$ cat config.mk
export PLATFORM = sky130hd
export DESIGN_NAME = window_centroid_tracker
export DESIGN_NICKNAME = d
export VERILOG_FILES = /design/src/rtl/core/wct_pkg.sv /design/src/rtl/core/window_centroid_tracker.sv
export SDC_FILE = /design/constraint.sdc
export NUM_CORES = 1
export LEC_CHECK = 0
export CELL_PAD_IN_SITES_DETAIL_PLACEMENT = 1
export CELL_PAD_IN_SITES_GLOBAL_PLACEMENT = 1
export CORE_MARGIN = 1.5
export CORE_UTILIZATION = 47
export CTS_CLUSTER_SIZE = 8
export DETAILED_ROUTE_END_ITERATION = 6
export DONT_BUFFER_PORTS = 1
export PLACE_DENSITY_LB_ADDON = 0.15
export SYNTH_ARGS = -nofsm -noshare
export SYNTH_HDL_FRONTEND = slang
export SYNTH_SLANG_ARGS = --single-unit
$ cat constraint.sdc
create_clock -name clk_i -period 4.45 [get_ports clk_i]
set_input_delay 0.89 -clock clk_i [delete_from_list [all_inputs] [get_ports clk_i]]
set_output_delay 0.89 -clock clk_i [all_outputs]
set_load 0.03 [all_outputs]
$ cat src/rtl/core/wct_pkg.sv
// Shared types and fixed field widths of the window centroid tracker.
package wct_pkg;

  localparam int TelW   = 3;
  localparam int CoordW = 11;
  localparam int ColorW = 24;
  localparam int PredW  = 12;
  localparam int ExtW   = 13;

  typedef enum logic [3:0] {
    ST_IDLE  = 4'b0001,
    ST_DIV_X = 4'b0010,
    ST_DIV_Y = 4'b0100,
    ST_OUT   = 4'b1000
  } wct_state_e;

endpackage

$ cat src/rtl/core/window_centroid_tracker.sv
// Window centroid tracker: target pixel accumulation and per-window centroid prediction.
//
// The slave stream carries the interior pixels of one square observation window,
// column by column. Each transfer holds the window centre and the pixel colour in
// tdata, the telescope number in tuser, and tlast marks the final interior pixel.
// Pixels that differ from the background colour register are counted and their
// offsets summed. Ordinary pixels are taken at one per cycle while the block is idle.
// The last pixel starts the prediction: two restoring divisions, x then y, run
// one quotient bit per cycle on a single shared subtractor while tready is low,
// and the result then passes through the output state to the output register;
// without a division the block goes from the last pixel straight to that state.
// The master stream carries one prediction per window in an output register.
// While the receiver stalls, further pixels are still taken, but a finished
// prediction waits in the sequencer, with tready low, until the register is free.
// Reset clears the accumulators, the per-telescope seen flags, the background colour
// and the output valid; stored predictions hold no value until written. The user must
// write the background colour via cfg_we_i only while idle; the block never checks.
module window_centroid_tracker #(
  parameter int WINDOW_SIZE = 64,
  parameter int TELESCOPES  = 6
) (
  input  logic        clk_i,
  input  logic        rst_ni,
  input  logic        cfg_we_i,
  input  logic [23:0] cfg_wdata_i,   // background_color
  input  logic        s_axis_tvalid,
  output logic        s_axis_tready,
  input  logic [47:0] s_axis_tdata,  // window_x, window_y, pixel_color, zero fill
  input  logic [2:0]  s_axis_tuser,  // telescope_index
  input  logic        s_axis_tlast,  // last_pixel
  output logic        m_axis_tvalid,
  input  logic        m_axis_tready,
  output logic [23:0] m_axis_tdata,  // predicted_x, predicted_y
  output logic [3:0]  m_axis_tuser   // telescope_out, target_found
);

  localparam int Interior = WINDOW_SIZE - 2;
  localparam int MaxHits  = Interior * Interior;
  localparam int Half     = WINDOW_SIZE / 2;
  localparam int PosW     = $clog2(WINDOW_SIZE - 1);
  localparam int CntW     = $clog2(MaxHits + 1);
  localparam int SumW     = $clog2(MaxHits * Interior + 1);
  localparam int StepW    = $clog2(SumW);

  localparam logic [PosW-1:0]  PosLast  = PosW'(Interior);
  localparam logic [PosW-1:0]  PosFirst = PosW'(1);
  localparam logic [CntW-1:0]  CntMax   = CntW'(MaxHits);
  localparam logic [StepW-1:0] StepLast = StepW'(SumW - 1);
  localparam logic [wct_pkg::ExtW-1:0] HalfExt = wct_pkg::ExtW'(Half);
  localparam logic [wct_pkg::ExtW-1:0] TopExt  = wct_pkg::ExtW'(2047 + Half);

  wct_pkg::wct_state_e state_q, state_d;

  logic [wct_pkg::ColorW-1:0] bg_q;
  logic [SumW-1:0]            sum_x_q, sum_x_d, sum_y_q, sum_y_d;
  logic [CntW-1:0]            hit_count_q, hit_count_d;
  logic [PosW-1:0]            col_q, col_d, row_q, row_d;
  logic                       seen_q [TELESCOPES];
  logic [wct_pkg::PredW-1:0]  pred_x_q [TELESCOPES];
  logic [wct_pkg::PredW-1:0]  pred_y_q [TELESCOPES];

  logic [wct_pkg::TelW-1:0]   tel_q;
  logic [wct_pkg::CoordW-1:0] wx_q, wy_q;
  logic                       found_q, use_prev_q;
  logic [SumW-1:0]            dq_q, dq_d;
  logic [CntW-1:0]            rem_q, rem_d;
  logic [StepW-1:0]           step_q;
  logic [PosW-1:0]            qx_q;

  logic                       m_valid_q;
  logic [23:0]                m_data_q;
  logic [3:0]                 m_user_q;

  logic [wct_pkg::TelW-1:0]   in_tel;
  logic [wct_pkg::CoordW-1:0] in_wx, in_wy;
  logic [wct_pkg::ColorW-1:0] in_pix;
  logic                       in_fire, hit_now, tel_ok, seen_rd, found_now, divide_now;
  logic                       out_free, out_load, tel_q_ok;
  logic [CntW:0]              rem_sh, rem_diff;
  logic                       rem_ge;
  logic [wct_pkg::PredW-1:0]  prev_x, prev_y, res_x, res_y;
  logic [wct_pkg::ExtW-1:0]   ext_x, ext_y, off_x, off_y;

  assign in_wx   = s_axis_tdata[10:0];
  assign in_wy   = s_axis_tdata[21:11];
  assign in_pix  = s_axis_tdata[45:22];
  assign in_tel  = s_axis_tuser;

  assign s_axis_tready = (state_q == wct_pkg::ST_IDLE);
  assign in_fire       = s_axis_tvalid && s_axis_tready;
  assign hit_now       = (in_pix != bg_q);
  assign tel_ok        = int'(in_tel) < TELESCOPES;
  assign tel_q_ok      = int'(tel_q) < TELESCOPES;

  always_comb begin
    seen_rd = 1'b0;
    prev_x  = '0;
    prev_y  = '0;
    for (int k = 0; k < TELESCOPES; k++) begin
      if (int'(in_tel) == k) begin
        seen_rd = seen_q[k];
      end
      if (int'(tel_q) == k) begin
        prev_x = pred_x_q[k];
        prev_y = pred_y_q[k];
      end
    end
  end

  always_comb begin
    sum_x_d     = sum_x_q;
    sum_y_d     = sum_y_q;
    hit_count_d = hit_count_q;
    if (hit_now && (hit_count_q < CntMax)) begin
      sum_x_d     = sum_x_q + SumW'(col_q);
      sum_y_d     = sum_y_q + SumW'(row_q);
      hit_count_d = hit_count_q + CntW'(1);
    end
    if (row_q >= PosLast) begin
      row_d = PosFirst;
      col_d = (col_q >= PosLast) ? PosFirst : col_q + PosW'(1);
    end else begin
      row_d = row_q + PosW'(1);
      col_d = col_q;
    end
  end

  assign found_now  = tel_ok && (seen_rd || hit_now);
  assign divide_now = found_now && (hit_count_d != '0);

  assign rem_sh   = {rem_q, dq_q[SumW-1]};
  assign rem_diff = rem_sh - {1'b0, hit_count_q};
  assign rem_ge   = (rem_sh >= {1'b0, hit_count_q});
  assign rem_d    = rem_ge ? rem_diff[CntW-1:0] : rem_sh[CntW-1:0];
  assign dq_d     = {dq_q[SumW-2:0], rem_ge};

  assign ext_x = {2'b00, wx_q} + wct_pkg::ExtW'(qx_q);
  assign ext_y = {2'b00, wy_q} + wct_pkg::ExtW'(dq_q[PosW-1:0]);
  assign off_x = ext_x - HalfExt;
  assign off_y = ext_y - HalfExt;

  always_comb begin
    if (!found_q) begin
      res_x = {1'b0, wx_q};
      res_y = {1'b0, wy_q};
    end else if (use_prev_q) begin
      res_x = prev_x;
      res_y = prev_y;
    end else begin
      res_x = (ext_x > TopExt) ? wct_pkg::PredW'(2047) : off_x[wct_pkg::PredW-1:0];
      res_y = (ext_y > TopExt) ? wct_pkg::PredW'(2047) : off_y[wct_pkg::PredW-1:0];
    end
  end

  assign out_free = !m_valid_q || m_axis_tready;
  assign out_load = (state_q == wct_pkg::ST_OUT) && out_free;

  always_comb begin
    state_d = state_q;
    case (state_q)
      wct_pkg::ST_IDLE: begin
        if (in_fire && s_axis_tlast) begin
          state_d = divide_now ? wct_pkg::ST_DIV_X : wct_pkg::ST_OUT;
        end
      end
      wct_pkg::ST_DIV_X: begin
        if (step_q == StepLast) begin
          state_d = wct_pkg::ST_DIV_Y;
        end
      end
      wct_pkg::ST_DIV_Y: begin
        if (step_q == StepLast) begin
          state_d = wct_pkg::ST_OUT;
        end
      end
      wct_pkg::ST_OUT: begin
        if (out_free) begin
          state_d = wct_pkg::ST_IDLE;
        end
      end
      default: state_d = wct_pkg::ST_IDLE;
    endcase
  end

  always_ff @(posedge clk_i or negedge rst_ni) begin
    if (!rst_ni) begin
      state_q     <= wct_pkg::ST_IDLE;
      bg_q        <= '0;
      sum_x_q     <= '0;
      sum_y_q     <= '0;
      hit_count_q <= '0;
      col_q       <= PosFirst;
      row_q       <= PosFirst;
      m_valid_q   <= 1'b0;
      step_q      <= '0;
      for (int k = 0; k < TELESCOPES; k++) begin
        seen_q[k] <= 1'b0;
      end
    end else begin
      state_q <= state_d;
      if (cfg_we_i) begin
        bg_q <= cfg_wdata_i;
      end
      if (in_fire) begin
        sum_x_q     <= sum_x_d;
        sum_y_q     <= sum_y_d;
        hit_count_q <= hit_count_d;
        col_q       <= col_d;
        row_q       <= row_d;
        for (int k = 0; k < TELESCOPES; k++) begin
          if (hit_now && int'(in_tel) == k) begin
            seen_q[k] <= 1'b1;
          end
        end
      end else if (out_load) begin
        sum_x_q     <= '0;
        sum_y_q     <= '0;
        hit_count_q <= '0;
        col_q       <= PosFirst;
        row_q       <= PosFirst;
      end
      if (state_q == wct_pkg::ST_DIV_X || state_q == wct_pkg::ST_DIV_Y) begin
        step_q <= (step_q == StepLast) ? '0 : step_q + StepW'(1);
      end else begin
        step_q <= '0;
      end
      if (out_load) begin
        m_valid_q <= 1'b1;
      end else if (m_axis_tready) begin
        m_valid_q <= 1'b0;
      end
    end
  end

  always_ff @(posedge clk_i) begin
    if (in_fire && s_axis_tlast) begin
      tel_q      <= in_tel;
      wx_q       <= in_wx;
      wy_q       <= in_wy;
      found_q    <= found_now;
      use_prev_q <= found_now && !divide_now;
      dq_q       <= sum_x_d;
      rem_q      <= '0;
    end else if (state_q == wct_pkg::ST_DIV_X) begin
      if (step_q == StepLast) begin
        qx_q  <= dq_d[PosW-1:0];
        dq_q  <= sum_y_q;
        rem_q <= '0;
      end else begin
        dq_q  <= dq_d;
        rem_q <= rem_d;
      end
    end else if (state_q == wct_pkg::ST_DIV_Y) begin
      dq_q  <= dq_d;
      rem_q <= rem_d;
    end
    if (out_load) begin
      m_data_q <= {res_y, res_x};
      m_user_q <= {found_q, tel_q};
      for (int k = 0; k < TELESCOPES; k++) begin
        if (tel_q_ok && int'(tel_q) == k) begin
          pred_x_q[k] <= res_x;
          pred_y_q[k] <= res_y;
        end
      end
    end
  end

  assign m_axis_tvalid = m_valid_q;
  assign m_axis_tdata  = m_data_q;
  assign m_axis_tuser  = m_user_q;

`ifndef SYNTHESIS
  a_div_nonzero : assert property (@(posedge clk_i) disable iff (!rst_ni)
    (state_q == wct_pkg::ST_DIV_X || state_q == wct_pkg::ST_DIV_Y) |-> hit_count_q != '0)
    else $error("Division started with a zero hit count.");

  a_rem_bound : assert property (@(posedge clk_i) disable iff (!rst_ni)
    (state_q == wct_pkg::ST_DIV_X || state_q == wct_pkg::ST_DIV_Y) |-> rem_q < hit_count_q)
    else $error("Division remainder is not below the divisor.");

  a_hit_bound : assert property (@(posedge clk_i) disable iff (!rst_ni)
    hit_count_q <= CntMax)
    else $error("Hit count exceeds the window interior.");

  a_out_source : assert property (@(posedge clk_i) disable iff (!rst_ni)
    $rose(m_axis_tvalid) |-> $past(state_q == wct_pkg::ST_OUT))
    else $error("Result presented without a completed prediction.");
`endif

endmodule

==> results of run 1 <==
[metal layers]
layer | vias up | GRT usage [%] | share of wire (%)
met2 | 218 | 43.7 | 51
met5 | - | 0 | 0
li1 | 5436 | - | -
met1 | 5907 | 31.0 | 43
met4 | 0 | 7.66 | 2.5
met3 | 64 | 3.64 | 3.9
[where the power goes]
group	leakage [nW]	switching, mW	internal, mW
Clock	0.673	1.36	2.08
Combinational	2.89	1.19	0.820
Sequential	3.40	0.244	3.62
[logic make-up after synthesis]
logic type	Yosys count	synth area share, %
AO/OA/AOI/OAI	400	16.3
buffers and inverters	123	2.97
adder cells (fa/ha/maj)	50	3.95
AND/OR/NAND/NOR	350	10.4
XOR/XNOR	63	3.29
flip-flops	335	56.2
multiplexers	88	6.88
[flip-flops by register name (all words and copies together) (netlist names), 11 cells and up]
| signal | cells |
|---|---|
| sum_x_q | 18 |
| bg_q | 24 |
| sum_y_q | 18 |
| hit_count_q | 12 |
| rem_q | 12 |
| pred_y_q | 72 |
| pred_x_q | 72 |
| dq_q | 18 |
| wx_q | 11 |
| wy_q | 11 |
| m_axis_tdata | 24 |
[worst max path at each step]
stage | start | to | cells after the start
5_1_grt | wx_q[0] | pred_x_q[3][11] | 11
6_report | wx_q[0] | pred_x_q[3][11] | 11
3_5_place_dp | wx_q[0] | m_axis_tdata[11] | 11
3_3_place_gp | wx_q[0] | m_axis_tdata[11] | 11
2_1_floorplan | m_axis_tready | pred_x_q[0][0] | 4
4_1_cts | wx_q[0] | pred_x_q[3][11] | 11
[layout make-up]
cell class | instances | area [sq um]
fill | 3650 | 16600
sequential | 335 | 9440
multi-input combinational | 951 | 6870
clock buffer | 86 | 1380
tap | 461 | 577
timing repair buffer | 28 | 238
inverter | 56 | 210
clock inverter | 3 | 47.5
[cells in the mapped netlist, drive strengths merged, types with 9 or more instances]
cell type    n  area share [%]
a22oi       15            0.67
o41ai        9            0.51
clkbuf      44            0.98
mux4        18             2.4
a211oi      10            0.51
nand4       14            0.52
nand3       51             1.5
and2         9            0.34
ha          45             3.4
nand2b       9            0.34
nor2        83             1.9
nand2       88             2.0
dfrtp       97              14
a21o        22            0.98
xnor2       37             1.9
buf         23            0.74
nor3        21            0.63
inv         56             1.3
and3        20            0.74
a21oi       72             2.2
o21ai      124             3.7
mux2        39             2.6
a31oi       17            0.63
dfxtp       12             1.4
edfxtp     223              40
mux2i       31             1.8
o22ai       16            0.60
nor4        17            0.71
xor2        26             1.4
o221ai       9            0.47
[through the flow]
step / util [%] / std cells / cell area (sq um) / hold WS [ns]
floorplan: - / 1409 / 16800 / 0.421
global placement: 48.9 / 1830 / 17300 / 0.437
detailed placement: 48.9 / 1830 / 17300 / 0.440
CTS: 53.0 / 1920 / 18800 / 0.00270
global route: 53.0 / 1920 / 18800 / 0.00877
finish: 53.0 / 1920 / 18800 / 0.0267
[repair_timing]
action	in CTS	in global routing
hold buffers	1	0
endpoints found under the hold margin	10	0
buffers inserted	0	0
==> impl_metrics.py, run 1 <==
metrics = {
    "worst_setup_path": {
        "max_stage_delay_ns": 0.45,
        "r2r_start": "wx_q[0]",
        "cpLargestDelayFamily": "compound AO/OA/AOI/OAI gates",
        "rrSetupSlack_ns": 0.45,
        "worstSetupStartpointType": "flip-flop",
        "cp.required_ns": 4.63,
        "crit_top_cell": "ha_1",
        "rr_worst_depth": 11,
        "crit_type": "reg -> reg",
        "path_buf_inv": 0,
        "cp-end-kind": "flip-flop",
        "crit_arrival_ns": 4.19,
        "crit_slowest_cell": "o311a_1",
        "r2r-end": "pred_x_q[3][11]",
        "path_cells": "ha_1 -> fa_1 -> a211oi_1 -> nor2_1 -> o311a_1 -> or2_2 -> ha_1 -> nor2b_1 -> a21o_1 -> a31oi_1 -> o21ai_0",
        "path_max_fanout": 9,
    },
    "logic_synthesis": {
        "yosys_register_bits": 335,
        "synth_nets": 1540,
        "synth-seq-area-share_pct": 56.2,
        "ys_async_sr_fraction_pct": 29.9,
        "syn-cell-area_sq_mm": 0.0168,
        "synth.avg_cell_area_sq_um": 11.9,
        "yosysWarnings": 0,
        "synth-edff-count": 223,
        "synthFlopType": "edfxtp_1",
        "synth_cell_types": 95,
        "synthCells": 1409,
    },
    "floorplanning": {
        "ios": 111,
        "dieHeight_microns": 192,
        "initial_core_util_pct": 47.4,
        "core_area_sq_mm": 0.0354,
        "die-area_sq_mm": 0.0369,
        "rows": 69,
        "die_w_microns": 192,
    },
    "timing": {
        "rsz0062_at_grt": "false",
        "worst_pin_slew_ns": 1.15,
        "min_period_ns": 4.00,
        "fmaxAchievable_ghz": 0.250,
        "report.final.slew_viol_count": 0,
        "fin_setup_tns_ns": 0,
        "fin_crit_sh_pct": 90.0,
        "max_slew_margin_pct": 22.3,
        "setup_viol": 0,
        "setup_ws_ns": 0.445,
        "hold_viol_final": 0,
        "final.setup_skew_ns": 0.0204,
    },
    "clocking": {
        "cts_buffers": 48,
        "cts_tree": "done",
        "clkTransAtPathRegs_ns": 0.05,
        "clockBufferDepth": 3,
        "cts-htree-levels": 2,
        "post_cts.resized_instances": 0,
        "ctsRootBufferMaster": "clkbuf_16",
        "worstSkewPairLatency_ns": 0.57,
        "cts.sinks": 335,
    },
    "place": {
        "dp_hpwl_microns": 30300,
        "gp_congestion": 0.825,
        "port_buffers": 0,
        "pre_cts_slack_ns": 0.488,
    },
    "grt": {
        "grt_start_max_net_pins": 92,
        "grt_first_pass_wirelength_microns": 70100,
        "grt_pass1_vias": 12400,
        "overflow": 0,
        "grt_antenna_before_repair": 0,
        "grtUsageTotal_pct": 24.7,
    },
    "cells_and_area": {
        "layout-drive-gt1-share_pct": 11.8,
        "layout_common_cells": "223 x edfxtp_1, 97 x dfrtp_1, 95 x o21ai_0",
        "areaGrowthSynthToFinish_pct": 11.7,
        "fin_nets": 1551,
        "diodes": 0,
        "layout_commonest_cell": "edfxtp_1",
    },
    "outcome": {
        "outcome": "complete, no violations",
    },
    "power": {
        "total_power_mw": 9.31,
        "p_leak_nw": 6.96,
        "ir_drop_mv": 0.360,
        "p_per_area_mw_per_mm2": 496,
    },
    "run": {
        "cap_violations": 0,
    },
    "routing": {
        "vias": 11600,
        "vias_per_cell": 6.05,
        "totalWireLength_microns": 44100,
        "antenna_left": 0,
        "wire_per_inst_microns": 23.0,
        "drt_first_pass_iters": 5,
        "drc_errors": 0,
        "drt_iter0_drc": 538,
    },
    "min_path": {
        "hold_class": "in -> async",
    },
}
No activity file was read; power rests on OpenSTA's default activity.
==> run 2, diff against run 1 <==
--- a/config.mk
+++ b/config.mk
@@ -5,14 +5,16 @@
 export SDC_FILE = /design/constraint.sdc
 export NUM_CORES = 1
 export LEC_CHECK = 0
+export ABC_AREA = 1
 export CELL_PAD_IN_SITES_DETAIL_PLACEMENT = 1
 export CELL_PAD_IN_SITES_GLOBAL_PLACEMENT = 1
 export CORE_MARGIN = 1.5
-export CORE_UTILIZATION = 47
+export CORE_UTILIZATION = 45
 export CTS_CLUSTER_SIZE = 8
 export DETAILED_ROUTE_END_ITERATION = 6
 export DONT_BUFFER_PORTS = 1
 export PLACE_DENSITY_LB_ADDON = 0.15
+export REMOVE_ABC_BUFFERS = 1
 export SYNTH_ARGS = -nofsm -noshare
 export SYNTH_HDL_FRONTEND = slang
 export SYNTH_SLANG_ARGS = --single-unit
==> impl_metrics.py, run 2 <==
metrics = {
    "timing": {
        "setup_viol": 0,
        "hold_slack_ns": 0.154,
        "final.setup_skew_ns": 0.0156,
        "worst_pin_slew_ns": 0.961,
        "report.final.slew_viol_count": 0,
        "fin_crit_sh_pct": 75.6,
        "rsz0062_at_grt": "false",
        "min_period_ns": 3.37,
        "max_slew_margin_pct": 35.5,
        "hold_viol_final": 0,
        "fmaxAchievable_ghz": 0.297,
    },
    "logic_synthesis": {
        "synthFlopType": "edfxtp_1",
        "synth_top_cell_area_share_pct": 40.4,
        "synth_area_leader_cell": "edfxtp_1",
        "synth.area.top_cells": "edfxtp_1 40%, dfrtp_1 15%, nand2_1 8.8%",
        "synth.avg_cell_area_sq_um": 9.55,
        "synthCells": 1734,
        "synth_commonest_cells": "387 x nand2_1, 223 x edfxtp_1, 200 x inv_1, 119 x o21ai_0, 110 x nand3_1",
        "synth_most_common_cell": "nand2_1",
        "ys_async_sr_fraction_pct": 29.9,
        "synth-seq-area-share_pct": 57.0,
        "syn-cell-area_sq_mm": 0.0166,
        "yosys_register_bits": 335,
        "synth-edff-count": 223,
        "synth_cell_types": 57,
        "yosysWarnings": 0,
    },
    "floorplanning": {
        "die_w_microns": 195,
        "die-area_sq_mm": 0.0380,
        "ios": 111,
        "dieHeight_microns": 195,
        "rows": 70,
        "core_area_sq_mm": 0.0364,
        "initial_core_util_pct": 45.5,
    },
    "routing": {
        "vias": 12700,
        "drt_iter0_drc": 816,
        "vias_per_cell": 5.58,
        "wire_per_inst_microns": 20.2,
        "drc_errors": 0,
        "totalWireLength_microns": 45900,
        "drt_first_pass_iters": 5,
        "antenna_left": 0,
    },
    "place": {
        "dp_hpwl_microns": 31700,
        "port_buffers": 0,
        "gp_congestion": 0.856,
    },
    "worst_setup_path": {
        "max_stage_delay_ns": 0.60,
        "crit_type": "reg -> reg",
        "crit_slowest_cell": "a22oi_1",
        "cp.required_ns": 4.72,
        "path_cells": "ha_1 -> inv_1 -> o21bai_1 -> nand2_1 -> nand3_1 -> nand3_1 -> nor3_1 -> inv_1 -> a21oi_2 -> o21ai_0 -> a22oi_1",
        "crit_arrival_ns": 3.63,
        "worstSetupStartpointType": "flip-flop",
        "cp-end-kind": "flip-flop",
        "path_max_fanout": 7,
    },
    "run": {
        "cap_violations": 0,
    },
    "grt": {
        "grt_pass1_vias": 13800,
        "grt_first_pass_wirelength_microns": 74600,
        "top_usage_layer": "met2",
        "grt_use_met1_pct": 30.4,
        "grt_start_max_net_pins": 98,
        "met3_usage_pct": 4.06,
        "grt_antenna_before_repair": 5,
        "use_met2_pct": 45.9,
        "grtUsageTotal_pct": 25.0,
        "overflow": 0,
    },
    "cells_and_area": {
        "areaGrowthSynthToFinish_pct": 12.1,
        "layout_common_cells": "387 x nand2_1, 223 x edfxtp_1, 199 x inv_1",
        "reg_top3": "pred_x_q: 72 flops, pred_y_q: 72 flops",
        "multiInputGateArea_sq_mm": 0.00612,
        "layout_commonest_cell": "nand2_1",
        "layout-drive-gt1-share_pct": 6.80,
        "nFillCells": 4139,
        "ff_latch_area_sq_mm": 0.00944,
        "fin_nets": 1890,
    },
    "clocking": {
        "cts_buffers": 47,
        "clockBufferDepth": 3,
        "cts-htree-levels": 2,
        "clkTransAtPathRegs_ns": 0.05,
        "ctsRootBufferMaster": "clkbuf_16",
        "cts_tree": "done",
        "cts.sinks": 335,
        "post_cts.resized_instances": 0,
        "postCtsSetupRepairBufs": 0,
        "worstSkewPairLatency_ns": 0.58,
    },
    "power": {
        "p_per_area_mw_per_mm2": 577,
        "ir_drop_mv": 0.417,
        "p_leak_nw": 7.69,
        "total_power_mw": 10.7,
    },
    "min_path": {
        "hold_class": "in -> async",
    },
    "outcome": {
        "outcome": "complete, no violations",
    },
}
==> run 2: cell count changes after synthesis, moves of 24 or more <==
cell / before / now
a21oi_1: 69 / 96
inv_1: 56 / 200
mux2_2: 39 / 2
mux2i_1: 31 / 0
nand2_1: 88 / 387
nand3_1: 51 / 110
o21ai_0: 95 / 119
xnor2_1: 37 / 11
xor2_1: 26 / 50
==> run 2: where the power goes <==
| group | switching [mW] | internal [mW] |
|---|---|---|
| clock network | 1.38 | 1.99 |
| logic | 2.08 | 1.05 |
| registers | 0.385 | 3.84 |
| total | 3.84 | 6.87 |
==> run 2: cells by family after synthesis <==
group | Yosys count | synth area share (%)
AO/OA/AOI/OAI | 352 | 12.3
adder cells (fa/ha/maj) | 50 | 4.00
AND/OR/NAND/NOR | 668 | 17.1
XOR/XNOR | 61 | 3.23
multiplexers | 2 | 0.136
buffers and inverters | 266 | 6.20
flip-flops | 335 | 57.0
==> run 2: worst max-delay path, delay by kind of cell, from the launching register on <==
family	cells	cell delay, ns
buffers and inverters	2	0.22
AOI/OAI and AO/OA	4	1.29
adders and majority gates	1	0.37
DFF	1	0.45
and+or+nand+nor	4	0.72
==> run 2: final timing paths <==
path                            startpoint             end  slack (ns)  depth (start not counted)
setup / recovery                   wy_q[4]  pred_y_q[0][7]        1.08                         11
hold / removal                      rst_ni        row_q[0]        0.15                          0
setup reg to reg                   wy_q[4]  pred_y_q[0][7]        1.08                         11
hold reg to reg                  seen_q[3]       seen_q[3]        0.47                          2
max in group asynchronous           rst_ni         bg_q[4]        3.77                          1
min in group clk_i         s_axis_tdata[9]         wx_q[9]        0.40                          0
==> run 2: cell type report <==
class	instances	share of cell area, %
Sequential cell	335	50.9
Multi-Input combinational cell	1133	33.0
Antenna cell	5	0.0674
Clock buffer	82	7.04
Clock inverter	3	0.263
Timing Repair Buffer	28	1.31
Inverter	214	4.33
Tap cell	468	3.15
==> run 2: stage by stage <==
step                setup slack, ns  cells  cell area, sq um  setup TNS, ns  util [%]
floorplan                    -0.981   1682             16300         -23.54         -
global placement               1.28   2177             17200              0      47.1
detailed placement             1.13   2177             17200              0      47.1
CTS                            1.12   2263             18600              0      50.9
global route                  0.824   2267             18600              0      51.0
finish                         1.08   2268             18600              0      51.0
==> run 2: timing repair <==
item                       4_1_cts  5_1_grt
hold endpoints to repair        97        0
hold buffers                     1        0
setup endpoints to repair        0        0
==> run 2: routing by layer <==
metal  part of all wire, %  up-vias
met5                 0.028        -
met4                   1.8        2
met3                   3.6       66
met2                    53      216
met1                    42     6370
li1                      -     6011
==> run 3, diff against run 2 <==
--- a/config.mk
+++ b/config.mk
@@ -5,11 +5,11 @@
 export SDC_FILE = /design/constraint.sdc
 export NUM_CORES = 1
 export LEC_CHECK = 0
-export ABC_AREA = 1
+export ABC_AREA = 0
 export CELL_PAD_IN_SITES_DETAIL_PLACEMENT = 1
 export CELL_PAD_IN_SITES_GLOBAL_PLACEMENT = 1
 export CORE_MARGIN = 1.5
-export CORE_UTILIZATION = 45
+export CORE_UTILIZATION = 47
 export CTS_CLUSTER_SIZE = 8
 export DETAILED_ROUTE_END_ITERATION = 6
 export DONT_BUFFER_PORTS = 1
==> constraint.sdc (replaced) <==
create_clock -name clk_i -period 2.95 [get_ports clk_i]
set_input_delay 0.59 -clock clk_i [delete_from_list [all_inputs] [get_ports clk_i]]
set_output_delay 0.59 -clock clk_i [all_outputs]
set_load 0.03 [all_outputs]
==> impl_metrics.py, run 3 (synthesis gave the netlist of run 1 again) <==
metrics = {
    "worst_setup_path": {
        "crit_top_cell": "ha_4",
        "crit_arrival_ns": 3.51,
        "cp-end-kind": "flip-flop",
        "path_max_fanout": 5,
        "rrSetupSlack_ns": -0.23,
        "crit_type": "reg -> reg",
        "r2r-end": "m_axis_tdata[9]",
        "cp.required_ns": 3.28,
        "max_stage_delay_ns": 0.42,
        "crit_slowest_cell": "edfxtp_1",
        "worstSetupStartpointType": "flip-flop",
        "path_cells": "ha_4 -> fa_2 -> a211oi_2 -> nor2_2 -> o311a_1 -> or2_4 -> ha_4 -> nor2b_4 -> a22oi_2 -> a21boi_2 -> a2bb2oi_2 -> buf_4",
        "rr_worst_depth": 12,
        "r2r_start": "wx_q[0]",
    },
    "floorplanning": {
        "rows": 69,
        "die_w_microns": 192,
        "dieHeight_microns": 192,
        "core_area_sq_mm": 0.0354,
        "ios": 111,
        "initial_core_util_pct": 47.4,
        "die-area_sq_mm": 0.0369,
    },
    "min_path": {
        "holdPathEnd": "wy_q[10]",
        "min-delay-start": "s_axis_tdata[21]",
        "holdPathStages": 0,
        "hold_class": "in -> reg",
    },
    "power": {
        "p_comb_share_pct": 25.6,
        "clock_power_share_pct": 34.6,
        "power_frac_seq_pct": 39.8,
        "p_leak_nw": 7.72,
        "ir_drop_mv": 0.484,
        "switchingPower_mw": 4.45,
        "p_per_area_mw_per_mm2": 719,
        "sw_frac_of_total_pct": 30.6,
        "p_int_mw": 10.1,
    },
    "routing": {
        "wire_per_inst_microns": 24.4,
        "drt_first_pass_iters": 6,
        "drt_iter0_drc": 762,
        "drc_errors": 0,
        "totalWireLength_microns": 50000,
        "vias_per_cell": 6.08,
        "vias": 12400,
        "antenna_left": 0,
    },
    "timing": {
        "fmaxAchievable_ghz": 0.315,
        "fin_crit_sh_pct": 108,
        "max_slew_margin_pct": 28.2,
        "rsz0062_at_grt": "true",
        "report.final.slew_viol_count": 0,
        "worst_pin_slew_ns": 1.07,
        "setup_ws_ns": -0.228,
        "final.setup_skew_ns": 0.0142,
        "setup_viol": 119,
        "hold_viol_final": 0,
        "min_period_ns": 3.18,
    },
    "cells_and_area": {
        "nFillCells": 3666,
        "layout.cells.non_filler": 2045,
        "fin_nets": 1685,
        "layout_commonest_cell": "edfxtp_1",
        "reg_top3": "pred_x_q: 72 flops, pred_y_q: 72 flops",
        "areaGrowthSynthToFinish_pct": 20.4,
        "layout-drive-gt1-share_pct": 22.9,
        "layout_common_cells": "223 x edfxtp_1, 145 x buf_4, 97 x dfrtp_1",
    },
    "place": {
        "dp_hpwl_microns": 33400,
        "port_buffers": 0,
        "gp_congestion": 0.856,
        "pre_cts_slack_ns": -0.636,
        "dpl.cell_count": 1948,
    },
    "grt": {
        "grt_antenna_before_repair": 1,
        "grtUsageTotal_pct": 27.7,
        "overflow": 0,
        "grt_first_pass_wirelength_microns": 77500,
        "grt_pass1_vias": 13500,
        "grt_start_max_net_pins": 101,
    },
    "clocking": {
        "worstSkewPairLatency_ns": 0.58,
        "cts-htree-levels": 2,
        "cts.sinks": 335,
        "cts_buffers": 47,
        "clockBufferDepth": 3,
        "ctsRootBufferMaster": "clkbuf_16",
        "clkTransAtPathRegs_ns": 0.05,
        "cts_tree": "done",
    },
    "run": {
        "cap_violations": 0,
    },
    "outcome": {
        "violations": "setup timing",
        "outcome": "finished with violations",
    },
}
==> run 3: cell count changes in the layout (fill, tap and decap cells not counted), moves of 17 or more <==
| cell | change |
|---|---|
| and3_1 | +18 |
| o22ai_1 | -21 |
| nand3_1 | -60 |
| xnor2_1 | +26 |
| mux2_2 | +33 |
| xor2_1 | -25 |
| a21oi_1 | -30 |
| mux4_2 | +18 |
| mux2i_1 | +31 |
| a21o_1 | +17 |
| o21ai_0 | -29 |
| inv_1 | -145 |
| nand2_1 | -299 |
| buf_4 | +119 |
==> run 3: layer usage <==
layer / share of wire [%] / track usage, %
met1: 41 / 34.0
met2: 51 / 49.4
met3: 4.1 / 4.44
met4: 3.0 / 9.15
met5: 0 / 0
==> run 3: final cells by class <==
type                       count  area (sq um)  area share [%]
tap                          461           577            2.85
clock buffer                  76          1310            6.46
antenna                        1          2.50          0.0124
multi-input combinational    951          7310            36.2
clock inverter                 2          25.0           0.124
sequential                   335          9440            46.7
inverter                      56           210            1.04
timing repair buffer         163          1350            6.67
==> run 3: worst max path at each step <==
stage	start	cells past startpoint	slack (ns)	end
2_1_floorplan	state_q[0]	7	-1.38	dq_q[0]
3_3_place_gp	wx_q[0]	11	-0.42	pred_x_q[0][11]
3_5_place_dp	wx_q[0]	11	-0.64	m_axis_tdata[9]
4_1_cts	wx_q[0]	12	-0.16	m_axis_tdata[9]
5_1_grt	wx_q[0]	12	-0.33	m_axis_tdata[9]
6_report	wx_q[0]	12	-0.23	m_axis_tdata[9]
==> run 3: per-stage QoR <==
stage | total power, mW | hold slack (ns) | util (%) | TNS (ns) | area (sq um)
3_3_place_gp | 9.09 | 0.296 | 51.6 | -16.34 | 18200
4_1_cts | 14.5 | 0.0759 | 56.3 | -7.75 | 19900
3_5_place_dp | 9.28 | 0.296 | 51.6 | -36.14 | 18200
6_report | 14.6 | 0.103 | 57.1 | -10.90 | 20200
2_1_floorplan | 8.01 | 0.294 | - | -202.76 | 16500
5_1_grt | 15.2 | 0.0812 | 57.1 | -28.46 | 20200
==> run 3: power groups by stage <==
stage          Clock (mW)  Combinational (mW)  Sequential [mW]
6_report             5.03                3.72             5.80
3_5_place_dp            0                3.41             5.87
5_1_grt              5.32                4.10             5.83
2_1_floorplan           0                2.21             5.81
4_1_cts              5.13                3.58             5.78
3_3_place_gp            0                3.25             5.84
==> run 3: worst max-delay path, delay by kind of cell (launching register included) <==
kind                     cells  cell delay [ns]
adder cells (fa/ha/maj)      3             0.71
buffers and inverters        1             0.15
AO/OA/AOI/OAI                5             1.17
flip-flops                   1             0.42
AND/OR/NAND/NOR              3             0.47
==> run 3: timing repair <==
action | 4_1_cts | 5_1_grt
buffers inserted | 9 | 8
resized for setup | 51 | 46
hold endpoints to repair | 100 | 0
pin swaps | 25 | 22
endpoints found under the setup margin | 168 | 179
hold buffers | 2 | 0
